$ cat src/rtl/core/leap_compensated_elapsed_timer_assert.svh
// ---------------------------------------------------------------------------
// leap compensated elapsed timer assertion macros
// concurrent checks that compile away when SYNTH is defined
// ---------------------------------------------------------------------------
`ifndef LEAP_COMPENSATED_ELAPSED_TIMER_ASSERT_SVH
`define LEAP_COMPENSATED_ELAPSED_TIMER_ASSERT_SVH

`ifndef SYNTH
// same-cycle implication
`define LCET_ASSERT_NOW(label, clk, rst, ante, cons, msg) \
   label: assert property (@(posedge clk) disable iff (rst) (ante) |-> (cons)) \
      else $error(msg);
// next-cycle implication
`define LCET_ASSERT_NEXT(label, clk, rst, ante, cons, msg) \
   label: assert property (@(posedge clk) disable iff (rst) (ante) |=> (cons)) \
      else $error(msg);
`else
`define LCET_ASSERT_NOW(label, clk, rst, ante, cons, msg)
`define LCET_ASSERT_NEXT(label, clk, rst, ante, cons, msg)
`endif

`endif

$ cat src/rtl/core/lcet_pkg.sv
// ---------------------------------------------------------------------------
// lcet_pkg
// shared types and constants of the leap compensated elapsed timer
// ---------------------------------------------------------------------------
`default_nettype none

package lcet_pkg;

   localparam int unsigned DATA_W      = 64;
   localparam int unsigned FREQ_W      = 63;
   localparam int unsigned TICK_W      = 32;
   localparam int unsigned CSR_ADDR_W  = 4;
   localparam int unsigned CSR_DATA_W  = 64;
   localparam int unsigned DIV_CNT_W   = 6;

   localparam logic [DATA_W-1:0] MS_SCALE      = 64'd1000;
   localparam logic [DATA_W-1:0] US_SCALE      = 64'd1000000;
   localparam logic [TICK_W-1:0] LEAP_LIMIT_MS = 32'd100;
   localparam logic [FREQ_W-1:0] FREQ_RESET    = 63'd10000000;

   typedef enum logic [1:0] {
      ACT_RESTART = 2'd0,
      ACT_READ_MS = 2'd1,
      ACT_READ_US = 2'd2,
      ACT_NONE    = 2'd3
   } lcet_action_type;

   typedef enum logic [2:0] {
      S_IDLE,
      S_MUL_WAIT,
      S_DIV_WAIT,
      S_CHECK,
      S_ADJUST,
      S_FINISH
   } lcet_state_type;

   typedef enum logic [1:0] {
      PH_MS,
      PH_OFF,
      PH_MS2,
      PH_US
   } lcet_phase_type;

   typedef struct packed {
      logic busy;
      logic done;
   } lcet_unit_status_type;

endpackage

`default_nettype wire

$ cat src/rtl/core/lcet_mul.sv
// ---------------------------------------------------------------------------
// lcet_mul
// shift-add multiplier, 64-bit wrapping product, one multiplier bit a cycle
// ---------------------------------------------------------------------------
`default_nettype none

module lcet_mul (
   input  wire logic                              clock,
   input  wire logic                              reset,
   input  wire logic                              start,
   input  wire logic [lcet_pkg::DATA_W-1:0]       op_a,
   input  wire logic [lcet_pkg::DATA_W-1:0]       op_b,
   output lcet_pkg::lcet_unit_status_type         status,
   output logic      [lcet_pkg::DATA_W-1:0]       product
);

   logic [lcet_pkg::DATA_W-1:0] a_ff, a_in;
   logic [lcet_pkg::DATA_W-1:0] b_ff, b_in;
   logic [lcet_pkg::DATA_W-1:0] acc_ff, acc_in;
   logic                        busy_ff, busy_in;
   logic                        done_ff, done_in;

   always_comb begin
      a_in    = a_ff;
      b_in    = b_ff;
      acc_in  = acc_ff;
      busy_in = busy_ff;
      done_in = 1'b0;
      if (start) begin
         a_in    = op_a;
         b_in    = op_b;
         acc_in  = '0;
         busy_in = 1'b1;
      end else if (busy_ff) begin
         if (b_ff == '0) begin
            // no multiplier bits left, product is final
            busy_in = 1'b0;
            done_in = 1'b1;
         end else begin
            if (b_ff[0]) begin
               acc_in = acc_ff + a_ff;
            end
            a_in = {a_ff[lcet_pkg::DATA_W-2:0], 1'b0};
            b_in = {1'b0, b_ff[lcet_pkg::DATA_W-1:1]};
         end
      end
   end

   always_ff @(posedge clock) begin
      if (reset) begin
         busy_ff <= 1'b0;
         done_ff <= 1'b0;
      end else begin
         busy_ff <= busy_in;
         done_ff <= done_in;
      end
      a_ff   <= a_in;
      b_ff   <= b_in;
      acc_ff <= acc_in;
   end

   assign status.busy = busy_ff;
   assign status.done = done_ff;
   assign product     = acc_ff;

endmodule

`default_nettype wire

$ cat src/rtl/core/lcet_div.sv
// ---------------------------------------------------------------------------
// lcet_div
// restoring divider, signed dividend by unsigned divisor, truncating
// ---------------------------------------------------------------------------
`default_nettype none

module lcet_div (
   input  wire logic                              clock,
   input  wire logic                              reset,
   input  wire logic                              start,
   input  wire logic [lcet_pkg::DATA_W-1:0]       dividend,
   input  wire logic [lcet_pkg::DATA_W-1:0]       divisor,
   output lcet_pkg::lcet_unit_status_type         status,
   output logic      [lcet_pkg::DATA_W-1:0]       quotient
);

   logic [lcet_pkg::DATA_W-1:0]    rem_ff, rem_in;
   logic [lcet_pkg::DATA_W-1:0]    quo_ff, quo_in;
   logic [lcet_pkg::DATA_W-1:0]    dsr_ff, dsr_in;
   logic [lcet_pkg::DATA_W-1:0]    res_ff, res_in;
   logic [lcet_pkg::DIV_CNT_W-1:0] cnt_ff, cnt_in;
   logic                           neg_ff, neg_in;
   logic                           zero_ff, zero_in;
   logic                           busy_ff, busy_in;
   logic                           done_ff, done_in;

   logic [lcet_pkg::DATA_W:0]      shifted;
   logic [lcet_pkg::DATA_W:0]      trial;
   logic [lcet_pkg::DATA_W-1:0]    quo_next;

   always_comb begin
      shifted  = {rem_ff, quo_ff[lcet_pkg::DATA_W-1]};
      trial    = shifted - {1'b0, dsr_ff};
      quo_next = {quo_ff[lcet_pkg::DATA_W-2:0], ~trial[lcet_pkg::DATA_W]};

      rem_in  = rem_ff;
      quo_in  = quo_ff;
      dsr_in  = dsr_ff;
      res_in  = res_ff;
      cnt_in  = cnt_ff;
      neg_in  = neg_ff;
      zero_in = zero_ff;
      busy_in = busy_ff;
      done_in = 1'b0;

      if (start) begin
         neg_in  = dividend[lcet_pkg::DATA_W-1];
         quo_in  = dividend[lcet_pkg::DATA_W-1] ? (lcet_pkg::DATA_W'(0) - dividend)
                                                : dividend;
         rem_in  = '0;
         dsr_in  = divisor;
         zero_in = (divisor == '0);
         cnt_in  = '1;
         busy_in = 1'b1;
      end else if (busy_ff) begin
         // one quotient bit per cycle
         rem_in = trial[lcet_pkg::DATA_W] ? shifted[lcet_pkg::DATA_W-1:0]
                                          : trial[lcet_pkg::DATA_W-1:0];
         quo_in = quo_next;
         cnt_in = cnt_ff - 1'b1;
         if (cnt_ff == '0) begin
            busy_in = 1'b0;
            done_in = 1'b1;
            if (zero_ff) begin
               res_in = '0;
            end else if (neg_ff) begin
               res_in = lcet_pkg::DATA_W'(0) - quo_next;
            end else begin
               res_in = quo_next;
            end
         end
      end
   end

   always_ff @(posedge clock) begin
      if (reset) begin
         busy_ff <= 1'b0;
         done_ff <= 1'b0;
      end else begin
         busy_ff <= busy_in;
         done_ff <= done_in;
      end
      rem_ff  <= rem_in;
      quo_ff  <= quo_in;
      dsr_ff  <= dsr_in;
      res_ff  <= res_in;
      cnt_ff  <= cnt_in;
      neg_ff  <= neg_in;
      zero_ff <= zero_in;
   end

   assign status.busy = busy_ff;
   assign status.done = done_ff;
   assign quotient    = res_ff;

endmodule

`default_nettype wire

$ cat src/rtl/core/leap_compensated_elapsed_timer.sv
// ---------------------------------------------------------------------------
// leap_compensated_elapsed_timer
// elapsed ms / us timer with fast counter leap detection and compensation
// ---------------------------------------------------------------------------
//
//   channel   dir   handshake             payload
//   req_      in    req_valid/req_ready   action, fast_count, coarse_ticks
//   rsp_      out   rsp_valid/rsp_ready   elapsed_value, leap_seen
//   csr_      in    apb, pready tied high counter_frequency at offset 0
//
// restart and unused actions: go straight to the finish state, and the result
// beat is registered from there once the result register is free
// a read runs a shared shift-add multiplier, which steps through the bits of
// its second factor (ms or us scale, or the frequency in the offset scaling),
// and a restoring divider, with further passes of both after a leap. one
// item in flight; req_ready is low until its result is registered, and a
// waiting result beat does not block the next request
// reset clears state, baselines and frequency (to 10 MHz)
//
`default_nettype none

`include "leap_compensated_elapsed_timer_assert.svh"

module leap_compensated_elapsed_timer (
   input  wire logic                                 clock,
   input  wire logic                                 reset,
   // request channel
   input  wire logic                                 req_valid,
   output logic                                      req_ready,
   input  wire logic [1:0]                           req_action,
   input  wire logic [lcet_pkg::FREQ_W-1:0]          req_fast_count,
   input  wire logic [lcet_pkg::TICK_W-1:0]          req_coarse_ticks,
   // response channel
   output logic                                      rsp_valid,
   input  wire logic                                 rsp_ready,
   output logic      [31:0]                          rsp_elapsed_value,
   output logic                                      rsp_leap_seen,
   // register port
   input  wire logic                                 csr_psel,
   input  wire logic                                 csr_penable,
   input  wire logic                                 csr_pwrite,
   input  wire logic [lcet_pkg::CSR_ADDR_W-1:0]      csr_paddr,
   input  wire logic [lcet_pkg::CSR_DATA_W-1:0]      csr_pwdata,
   output logic      [lcet_pkg::CSR_DATA_W-1:0]      csr_prdata,
   output logic                                      csr_pready
);

   localparam int unsigned DW = lcet_pkg::DATA_W;
   localparam int unsigned TW = lcet_pkg::TICK_W;

   // sequencer and item context
   lcet_pkg::lcet_state_type  state_ff, state_in;
   lcet_pkg::lcet_phase_type  phase_ff, phase_in;
   lcet_pkg::lcet_action_type action_ff, action_in;
   logic [TW-1:0]             coarse_ff, coarse_in;
   logic [DW-1:0]             elapsed_ff, elapsed_in;
   logic [DW-1:0]             value_ff, value_in;
   logic [DW-1:0]             scaled_ff, scaled_in;
   logic                      leap_ff, leap_in;

   // architectural state
   logic [lcet_pkg::FREQ_W-1:0] freq_ff, freq_in;
   logic [DW-1:0]               base_fast_ff, base_fast_in;
   logic [TW-1:0]               base_coarse_ff, base_coarse_in;
   logic [DW-1:0]               last_elapsed_ff, last_elapsed_in;

   // result register
   logic                      rsp_valid_ff, rsp_valid_in;
   logic [31:0]               rsp_value_ff, rsp_value_in;
   logic                      rsp_leap_ff, rsp_leap_in;

   // shared arithmetic units
   logic                          mul_start, div_start;
   logic [DW-1:0]                 mul_a, mul_b, mul_product;
   logic [DW-1:0]                 div_a, div_d, div_quotient;
   lcet_pkg::lcet_unit_status_type mul_status, div_status;

   // datapath terms
   logic          req_fire;
   logic          out_free;
   logic [DW-1:0] elapsed_new;
   logic [TW-1:0] check;
   logic [TW-1:0] diff;
   logic [TW-1:0] mag;
   logic          leap_hit;
   logic [DW-1:0] off64;
   logic [DW-1:0] growth;
   logic [DW-1:0] adjust;
   logic [DW-1:0] elapsed_adj;
   logic          csr_write;

   lcet_mul u_mul (
      .clock   (clock),
      .reset   (reset),
      .start   (mul_start),
      .op_a    (mul_a),
      .op_b    (mul_b),
      .status  (mul_status),
      .product (mul_product)
   );

   lcet_div u_div (
      .clock    (clock),
      .reset    (reset),
      .start    (div_start),
      .dividend (div_a),
      .divisor  (div_d),
      .status   (div_status),
      .quotient (div_quotient)
   );

   // request accepted only between items
   assign req_ready = (state_ff == lcet_pkg::S_IDLE);
   assign req_fire  = req_valid && req_ready;
   // result register can take a new beat
   assign out_free  = !rsp_valid_ff || rsp_ready;

   // elapsed fast count against the current baseline
   assign elapsed_new = {1'b0, req_fast_count} - base_fast_ff;

   // leap check: scaled ms against elapsed coarse ticks, 32-bit wrap
   assign check    = coarse_ff - base_coarse_ff;
   assign diff     = value_ff[TW-1:0] - check;
   assign mag      = diff[TW-1] ? (TW'(0) - diff) : diff;
   assign leap_hit = (mag > lcet_pkg::LEAP_LIMIT_MS);
   assign off64    = {{(DW-TW){diff[TW-1]}}, diff};

   // compensation: smaller of scaled offset and growth since last read
   assign growth      = elapsed_ff - last_elapsed_ff;
   assign adjust      = ($signed(scaled_ff) < $signed(growth)) ? scaled_ff : growth;
   assign elapsed_adj = elapsed_ff - adjust;

   // next state
   always_comb begin
      state_in = state_ff;
      unique case (state_ff)
         lcet_pkg::S_IDLE: begin
            if (req_fire) begin
               if (req_action == lcet_pkg::ACT_READ_MS ||
                   req_action == lcet_pkg::ACT_READ_US) begin
                  state_in = lcet_pkg::S_MUL_WAIT;
               end else begin
                  state_in = lcet_pkg::S_FINISH;
               end
            end
         end
         lcet_pkg::S_MUL_WAIT: begin
            if (mul_status.done) begin
               state_in = lcet_pkg::S_DIV_WAIT;
            end
         end
         lcet_pkg::S_DIV_WAIT: begin
            if (div_status.done) begin
               unique case (phase_ff)
                  lcet_pkg::PH_MS:  state_in = lcet_pkg::S_CHECK;
                  lcet_pkg::PH_OFF: state_in = lcet_pkg::S_ADJUST;
                  default:          state_in = lcet_pkg::S_FINISH;
               endcase
            end
         end
         lcet_pkg::S_CHECK: begin
            if (!leap_hit && action_ff == lcet_pkg::ACT_READ_MS) begin
               state_in = lcet_pkg::S_FINISH;
            end else begin
               state_in = lcet_pkg::S_MUL_WAIT;
            end
         end
         lcet_pkg::S_ADJUST: begin
            state_in = lcet_pkg::S_MUL_WAIT;
         end
         lcet_pkg::S_FINISH: begin
            if (out_free) begin
               state_in = lcet_pkg::S_IDLE;
            end
         end
         default: begin
            state_in = lcet_pkg::S_IDLE;
         end
      endcase
   end

   // sequencer outputs and datapath updates
   always_comb begin
      phase_in        = phase_ff;
      action_in       = action_ff;
      coarse_in       = coarse_ff;
      elapsed_in      = elapsed_ff;
      value_in        = value_ff;
      scaled_in       = scaled_ff;
      leap_in         = leap_ff;
      base_fast_in    = base_fast_ff;
      base_coarse_in  = base_coarse_ff;
      last_elapsed_in = last_elapsed_ff;
      rsp_valid_in    = rsp_valid_ff && !rsp_ready;
      rsp_value_in    = rsp_value_ff;
      rsp_leap_in     = rsp_leap_ff;
      mul_start       = 1'b0;
      mul_a           = elapsed_ff;
      mul_b           = lcet_pkg::MS_SCALE;
      div_start       = 1'b0;
      div_a           = mul_product;
      div_d           = {1'b0, freq_ff};

      unique case (state_ff)
         lcet_pkg::S_IDLE: begin
            if (req_fire) begin
               action_in = lcet_pkg::lcet_action_type'(req_action);
               coarse_in = req_coarse_ticks;
               leap_in   = 1'b0;
               value_in  = '0;
               unique case (req_action)
                  lcet_pkg::ACT_RESTART: begin
                     // new baseline; finishing stores zero as the last count
                     base_fast_in   = {1'b0, req_fast_count};
                     base_coarse_in = req_coarse_ticks;
                     elapsed_in     = '0;
                  end
                  lcet_pkg::ACT_READ_MS,
                  lcet_pkg::ACT_READ_US: begin
                     elapsed_in = elapsed_new;
                     phase_in   = lcet_pkg::PH_MS;
                     mul_start  = 1'b1;
                     mul_a      = elapsed_new;
                     mul_b      = lcet_pkg::MS_SCALE;
                  end
                  default: begin
                     // unused action leaves the last count as it is
                     elapsed_in = last_elapsed_ff;
                  end
               endcase
            end
         end
         lcet_pkg::S_MUL_WAIT: begin
            if (mul_status.done) begin
               div_start = 1'b1;
               div_a     = mul_product;
               div_d     = (phase_ff == lcet_pkg::PH_OFF) ? lcet_pkg::MS_SCALE
                                                          : {1'b0, freq_ff};
            end
         end
         lcet_pkg::S_DIV_WAIT: begin
            if (div_status.done) begin
               if (phase_ff == lcet_pkg::PH_OFF) begin
                  scaled_in = div_quotient;
               end else begin
                  value_in = div_quotient;
               end
            end
         end
         lcet_pkg::S_CHECK: begin
            if (leap_hit) begin
               // offset ms back to fast ticks
               phase_in  = lcet_pkg::PH_OFF;
               mul_start = 1'b1;
               mul_a     = off64;
               mul_b     = {1'b0, freq_ff};
            end else if (action_ff != lcet_pkg::ACT_READ_MS) begin
               phase_in  = lcet_pkg::PH_US;
               mul_start = 1'b1;
               mul_a     = elapsed_ff;
               mul_b     = lcet_pkg::US_SCALE;
            end
         end
         lcet_pkg::S_ADJUST: begin
            base_fast_in = base_fast_ff + adjust;
            elapsed_in   = elapsed_adj;
            leap_in      = 1'b1;
            mul_start    = 1'b1;
            mul_a        = elapsed_adj;
            if (action_ff == lcet_pkg::ACT_READ_MS) begin
               phase_in = lcet_pkg::PH_MS2;
               mul_b    = lcet_pkg::MS_SCALE;
            end else begin
               phase_in = lcet_pkg::PH_US;
               mul_b    = lcet_pkg::US_SCALE;
            end
         end
         lcet_pkg::S_FINISH: begin
            if (out_free) begin
               last_elapsed_in = elapsed_ff;
               rsp_valid_in    = 1'b1;
               rsp_value_in    = value_ff[31:0];
               rsp_leap_in     = leap_ff;
            end
         end
         default: begin
         end
      endcase
   end

   // register port: one 63-bit register at offset 0
   assign csr_pready = 1'b1;
   assign csr_write  = csr_psel && csr_penable && csr_pwrite && csr_pready;
   assign freq_in    = (csr_write && !csr_paddr[lcet_pkg::CSR_ADDR_W-1])
                       ? csr_pwdata[lcet_pkg::FREQ_W-1:0] : freq_ff;
   assign csr_prdata = csr_paddr[lcet_pkg::CSR_ADDR_W-1] ? '0 : {1'b0, freq_ff};

   always_ff @(posedge clock) begin
      if (reset) begin
         state_ff        <= lcet_pkg::S_IDLE;
         rsp_valid_ff    <= 1'b0;
         freq_ff         <= lcet_pkg::FREQ_RESET;
         base_fast_ff    <= '0;
         base_coarse_ff  <= '0;
         last_elapsed_ff <= '0;
      end else begin
         state_ff        <= state_in;
         rsp_valid_ff    <= rsp_valid_in;
         freq_ff         <= freq_in;
         base_fast_ff    <= base_fast_in;
         base_coarse_ff  <= base_coarse_in;
         last_elapsed_ff <= last_elapsed_in;
      end
      phase_ff     <= phase_in;
      action_ff    <= action_in;
      coarse_ff    <= coarse_in;
      elapsed_ff   <= elapsed_in;
      value_ff     <= value_in;
      scaled_ff    <= scaled_in;
      leap_ff      <= leap_in;
      rsp_value_ff <= rsp_value_in;
      rsp_leap_ff  <= rsp_leap_in;
   end

   assign rsp_valid         = rsp_valid_ff;
   assign rsp_elapsed_value = rsp_value_ff;
   assign rsp_leap_seen     = rsp_leap_ff;

   // a request is taken only with both units quiet
   `LCET_ASSERT_NOW(a_idle_units_quiet, clock, reset, req_ready, !mul_status.busy && !div_status.busy, "request accepted while a unit is busy")
   // multiplier and divider never run at once
   `LCET_ASSERT_NOW(a_units_exclusive, clock, reset, mul_status.busy, !div_status.busy, "multiplier and divider busy together")
   // restart goes straight to the result stage
   `LCET_ASSERT_NEXT(a_restart_short, clock, reset, req_fire && req_action == lcet_pkg::ACT_RESTART, state_ff == lcet_pkg::S_FINISH, "restart did not go to finish")

endmodule

`default_nettype wire
$ cat config.mk
export PLATFORM = sky130hd
export DESIGN_NAME = leap_compensated_elapsed_timer
export DESIGN_NICKNAME = d
export VERILOG_FILES = /design/src/rtl/core/lcet_pkg.sv /design/src/rtl/core/lcet_mul.sv /design/src/rtl/core/lcet_div.sv /design/src/rtl/core/leap_compensated_elapsed_timer.sv
export VERILOG_INCLUDE_DIRS = /design/src /design/src/rtl/core
export SDC_FILE = /design/constraint.sdc
export NUM_CORES = 2
export LEC_CHECK = 0
export BUFFER_PORTS_ARGS = -buffer_cell sky130_fd_sc_hd__buf_2
export CAP_MARGIN = 20
export CORE_UTILIZATION = 50
export DETAILED_ROUTE_END_ITERATION = 16
export GPL_TIMING_DRIVEN = 0
export PLACE_DENSITY = 0.72
export SKIP_LAST_GASP = 1
export SYNTH_ARGS = -nofsm -noshare
export SYNTH_HDL_FRONTEND = slang
export SYNTH_HIERARCHICAL = 1
export SYNTH_SLANG_ARGS = --single-unit
$ cat constraint.sdc
create_clock -name clock -period 14.8 [get_ports clock]
set_clock_uncertainty 0.2 [all_clocks]
set_input_delay 3.7 -clock clock [delete_from_list [all_inputs] [get_ports clock]]
set_output_delay 3.7 -clock clock [all_outputs]
set_load 0.05 [all_outputs]
# Word-level counts from Yosys, hierarchy flattened

Index checks and enable logic that the tools add are counted.

Magnitude comparators: 2
Multiply operators: 0
Reductions and logical operators: 38
Multiplexer cells: 68
Add/sub/neg operators: 12
Bitwise logic cells: 5
Shift operators: 0
Eq/ne operators: 19
Divide/modulo/power cells: 0

Operators with widths:

| cell                                                                              | number |
|---|---|
| 64-bit two-way mux                                                                | 18 |
| 64-bit case mux with 2 select lines                                               | 3 |
| 63-bit two-way mux                                                                | 5 |
| 64-bit case mux with 3 select lines                                               | 1 |
| 64-bit adder                                                                      | 2 |
| 64-bit logical NOT                                                                | 2 |
| 32-bit two-way mux                                                                | 4 |
| 1-bit by 64-bit subtractor with 64-bit output (first input constant)              | 2 |
| 64-bit subtractor                                                                 | 2 |
| 63-bit case mux with 2 select lines                                               | 1 |
| 65-bit by 64-bit subtractor with 65-bit output                                    | 1 |
| 64-bit less-than comparator                                                       | 1 |
| 32-bit case mux with 2 select lines                                               | 1 |
| 32-bit subtractor                                                                 | 2 |
| 63-bit by 64-bit subtractor with 64-bit output                                    | 1 |
| 20-bit two-way mux                                                                | 2 |
| 32-bit by 7-bit greater-than comparator with 1-bit output (second input constant) | 1 |
| 1-bit by 32-bit subtractor with 32-bit output (first input constant)              | 1 |
| 1-bit two-way mux                                                                 | 18 |
| 3-bit two-way mux                                                                 | 6 |
| 3-bit case mux with 6 select lines                                                | 1 |
| 3-bit AND reduction                                                               | 5 |
| 2-bit by 1-bit inequality test with 1-bit output (second input constant)          | 6 |
| 4-bit AND reduction                                                               | 3 |
| other kinds (25)                                                                  | 55 |

Memories: 0
RAM bits: 0
Register bits after elaboration: 917
Bits in latches: 0
Bits in read-only memories: 0

# Longest topological paths before layout

Depth in word-level cells: 9
Gate-level depth with buffers: 47
Depth with buffers taken out: 44

# Modules after synthesis

Netlist, hierarchy kept.

By module, submodules not included:

| module                         | instances | cells each | seq. area each (um2) | area an instance (um2) |
|---|---|---|---|---|
| leap_compensated_elapsed_timer | 1         | 5440       | 11451.0              | 42116.6 |
| lcet_div                       | 1         | 1880       | 7267.0               | 16897.5 |
| lcet_mul                       | 1         | 1131       | 5165.0               | 11716.2 |

# Worst setup path after synthesis

OpenSTA, ideal clock, no wires.

Kind: register to register
From: register elapsed_ff[0]
To: register u_mul/a_ff[58] (netlist bit), data pin
Data arrival time: 9933 ps
Clock period less this slack: 10393 ps
Library setup time: 260 ps
Cell stages (with the launch flop): 47
Slack: 4407 ps
Buffers on the path: 2
Cell sequence: edfxtp_1 inv_1 ha_1 inv_1 fa_1 a21o_1 a21oi_1 o21a_1 a21oi_1 a211oi_1 a311oi_1 a211oi_1 o311ai_0 a21oi_1 o211ai_1 a221oi_1 xnor2_1 inv_1 (+11 left out) mux2i_1 ha_1 inv_1 fa_1 a21o_1 nand4_1 a21o_1 a211o_1 a2111oi_0 nor2_1 o21a_1 o311ai_0 a31oi_1 mux2i_1 or3_1 o21a_1 o22a_1 mux2_2

Longest elaborated chain between the ends: 6

RTL lines:

| element                               | RTL line                              | RTL |
|---|---|---|
| start, declared                       | leap_compensated_elapsed_timer.sv:56  | `logic [DW-1:0] elapsed_ff, elapsed_in;` |
| start signal, assigned                | leap_compensated_elapsed_timer.sv:317 | `elapsed_ff <= elapsed_in;` |
| 64-bit subtractor                     | leap_compensated_elapsed_timer.sv:129 | `assign growth = elapsed_ff - last_elapsed_ff;` |
| 64-bit less-than comparator           | leap_compensated_elapsed_timer.sv:130 | `assign adjust = ($signed(scaled_ff) < $signed(growth)) ? scaled_ff : growth;` |
| 64-bit two-way mux                    | leap_compensated_elapsed_timer.sv:130 |  |
| 64-bit subtractor *                   | leap_compensated_elapsed_timer.sv:131 | `assign elapsed_adj = elapsed_ff - adjust;` |
| 64-bit case mux with 3 select lines * | leap_compensated_elapsed_timer.sv:204 | `unique case (state_ff)` |
| net mul_a[58]                         | leap_compensated_elapsed_timer.sv:74  | `logic [DW-1:0] mul_a, mul_b, mul_product;` |
| 64-bit two-way mux *                  | lcet_mul.sv:29                        | `if (start) begin` |
| net u_mul.a_in, one bit               | lcet_mul.sv:17                        | `logic [lcet_pkg::DATA_W-1:0] a_ff, a_in;` |
| end signal, assigned                  | lcet_mul.sv:57                        | `a_ff <= a_in;` |
| end, declared                         | lcet_mul.sv:17                        |  |

Mark *: on every way through the listed nets, which the timed path passes. The rest lies on a longest branch.
A chain may end at the register's enable or synchronous reset.

# Worst setup path in the final report

From: register elapsed_ff[0]
To: register u_mul/a_ff[63] (netlist bit), data pin

Same word-level chain as after synthesis.

==> impl_results.md <==
- Clock network latency to the later pin of the worst-skew pair: 0.73 ns
- Hold crit path type: reg -> reg
- CP bufs+invs: 5
- Placer Congestion: 1.08
- Fin. Hold Viols: 0
- Setup WS pre-CTS: -1.34 ns
- # fillers: 13,000
- Worst R2R End: u_mul/a_ff[63]
- Remaining Overflow, GRT: 0
- Reg clk slew, reported paths: 0.06 ns
- Worst-Margin Slew: 1.41 ns
- Die height: 378 µm
- Die ar.: 0.143 mm²
- Max-Cap Viols: 0
- Row count: 137
- Final slew viol count: 0
- CTS tree: done
- Worst hold slack: 0.217 ns
- WS Path Type: reg -> reg
- Die W: 378 µm
- Multi-input logic area: 0.0430 mm²
- Outcome: completed
- Period utilization: 98.3%
- R2r setup slk: 0.26 ns
- Crit end category: flip-flop
- H-tree levels: 3
- Vias in the first global route: 63,500
- CP startpoint: elapsed_ff[0]
- Sink Count: 917
- Final worst slack: 0.257 ns
- Crit path required time: 15.07 ns
- Fmax: 0.0688 GHz
- Layout cells sized above 1: 8.99%
- Max clock buf depth: 3
- Largest net degree at the start of global routing: 69
- Area growth, synth to finish: 11.3%
- Synth warn: 6
- First-pass GRT wire length: 409,000 µm
- Initial DRC Count: 8,911
- Post-CTS Setup Inserts: 0
- Via count: 68,600
- Routed WL per cell: 26.0 µm
- FF/Latch Area: 0.0239 mm²
- Hold Crit Depth: 0
- Core ar.: 0.140 mm²
- Worst endpoint data arrival time: 14.81 ns
- # DRC: 0
- Hpwl dp: 225,000 µm
- Gr usage total: 38.3%
- CP max stage delay: 0.70 ns
- Cell family with most CP delay: compound AO/OA/AOI/OAI gates
- DRT antenna net count: 0
- DRT Wirelength: 282,000 µm
- TritonCTS buffer count: 103
- Routed vias/inst: 6.34
- Port Buffer Count: 265
- FF-to-FF Start: elapsed_ff[0]
- Slew HR: 6.27%
- Hold Path End: scaled_ff[57]
- Post-cts hold buffer count: 0
- Layout net count: 9,543
- Post-Synthesis Cells: 8,449
- Final setup viols: 0
- Initial antenna violation count: 17
- Initial Util: 50.6%
- Avg Inst Size Synth: 8.37 µm²
- R2r worst-path depth: 44
- I/O Pins: 272
- Crit path launch type: flip-flop
- Critical-path top delay cell: mux2i_1
- Pre-antenna DRT Iters: 7
- Synthesized area: 0.0707 mm²
- Critical-path maximum fanout: 10
- Final Critical Period: 14.54 ns
- Root Buffer Master: clkbuf_16
- HP Start: u_div/quotient[57]
## worst max path at each step
| stage | to | depth (start not counted) | slack, ns |
|---|---|---|---|
| 6_report | u_mul/a_ff[63] | 44 | 0.26 |
| 5_1_grt | u_mul/a_ff[58] | 46 | -0.04 |
| 4_1_cts | u_mul/a_ff[63] | 46 | 0.05 |
| 3_5_place_dp | u_mul/a_ff[63] | 46 | -1.34 |
| 3_3_place_gp | u_mul/a_ff[63] | 46 | -1.39 |
| 2_1_floorplan | u_mul/a_ff[58] | 46 | 4.41 |
## timing repair
| item | CTS | global route |
|---|---|---|
| hold endpoints to repair | 0 | 0 |
| cloned | 0 | 0 |
| setup endpoints to repair | 61 | 31 |
| gates resized for setup | 7 | 14 |
| pin swaps | 0 | 0 |
## routing by layer
metal	track usage, %	wire length [µm]
met2	58.6	121000
met1	49.9	113000
met4	19.5	15900
met3	9.77	32800
met5	0	152
## state kept, by name, summed over array words and instances, names as in the netlist, 32 cells and up
| name | count |
|---|---|
| base_fast_ff | 64 |
| elapsed_ff | 64 |
| last_elapsed_ff | 64 |
| scaled_ff | 64 |
| u_div/dsr_ff | 64 |
| u_div/quo_ff | 64 |
| u_div/quotient | 64 |
| u_div/rem_ff | 64 |
| u_mul/a_ff | 64 |
| u_mul/b_ff | 64 |
| u_mul/product | 64 |
| freq_ff | 63 |
| base_coarse_ff | 32 |
| coarse_ff | 32 |
| rsp_elapsed_value | 32 |
| value_ff | 32 |
## cell usage in the layout, fill, tap and decap left out, types with 71 or more instances in the layout
master / count
nor2_1: 568
ha_1: 482
nor4_1: 75
buf_2: 294
a311oi_1: 111
xor2_1: 238
mux2_2: 147
and3_1: 71
o21ai_0: 401
a21o_1: 295
dfxtp_1: 365
edfxtp_1: 552
nand2_1: 1106
nor3_1: 111
xnor2_1: 224
clkbuf_16: 106
nand4_1: 115
inv_1: 542
a21oi_1: 834
nand2b_1: 81
clkbuf_1: 390
nor2b_1: 135
nand3_1: 161
o21a_1: 95
and2_1: 181
## worst register-to-register path: cells and delay by family, from the launching register on
family | cells | cell delay [ns]
buffers and inverters | 5 | 1.30
flip-flops | 1 | 0.43
adder cells (fa/ha/maj) | 4 | 1.20
AND/OR/NAND/NOR | 5 | 1.39
XOR/XNOR | 4 | 0.73
multiplexers | 2 | 1.09
AO/OA/AOI/OAI | 24 | 7.91
## cell type report
type	count	area share [%]
Antenna cell	9	0.0286
Buffer	465	2.43
Clock buffer	133	3.65
Clock inverter	61	1.01
Inverter	545	2.60
Multi-Input combinational cell	6525	54.6
Sequential cell	917	30.4
Tap cell	1876	2.98
Timing Repair Buffer	295	2.31
## metrics by stage
step / utilization, % / instances / cell area (µm²) / setup TNS [ns]
finish: 56.2 / 10800 / 78700 / 0
global placement: 53.2 / 10600 / 74400 / -19.59
CTS: 56.2 / 10800 / 78500 / 0
global route: 56.2 / 10800 / 78700 / -0.0654
floorplan: - / 8452 / 70700 / 0
detailed placement: 53.5 / 10600 / 74900 / -23.05
Power is not shown: default switching activity piles up to over one toggle a cycle in this logic, so the estimate is an artifact.
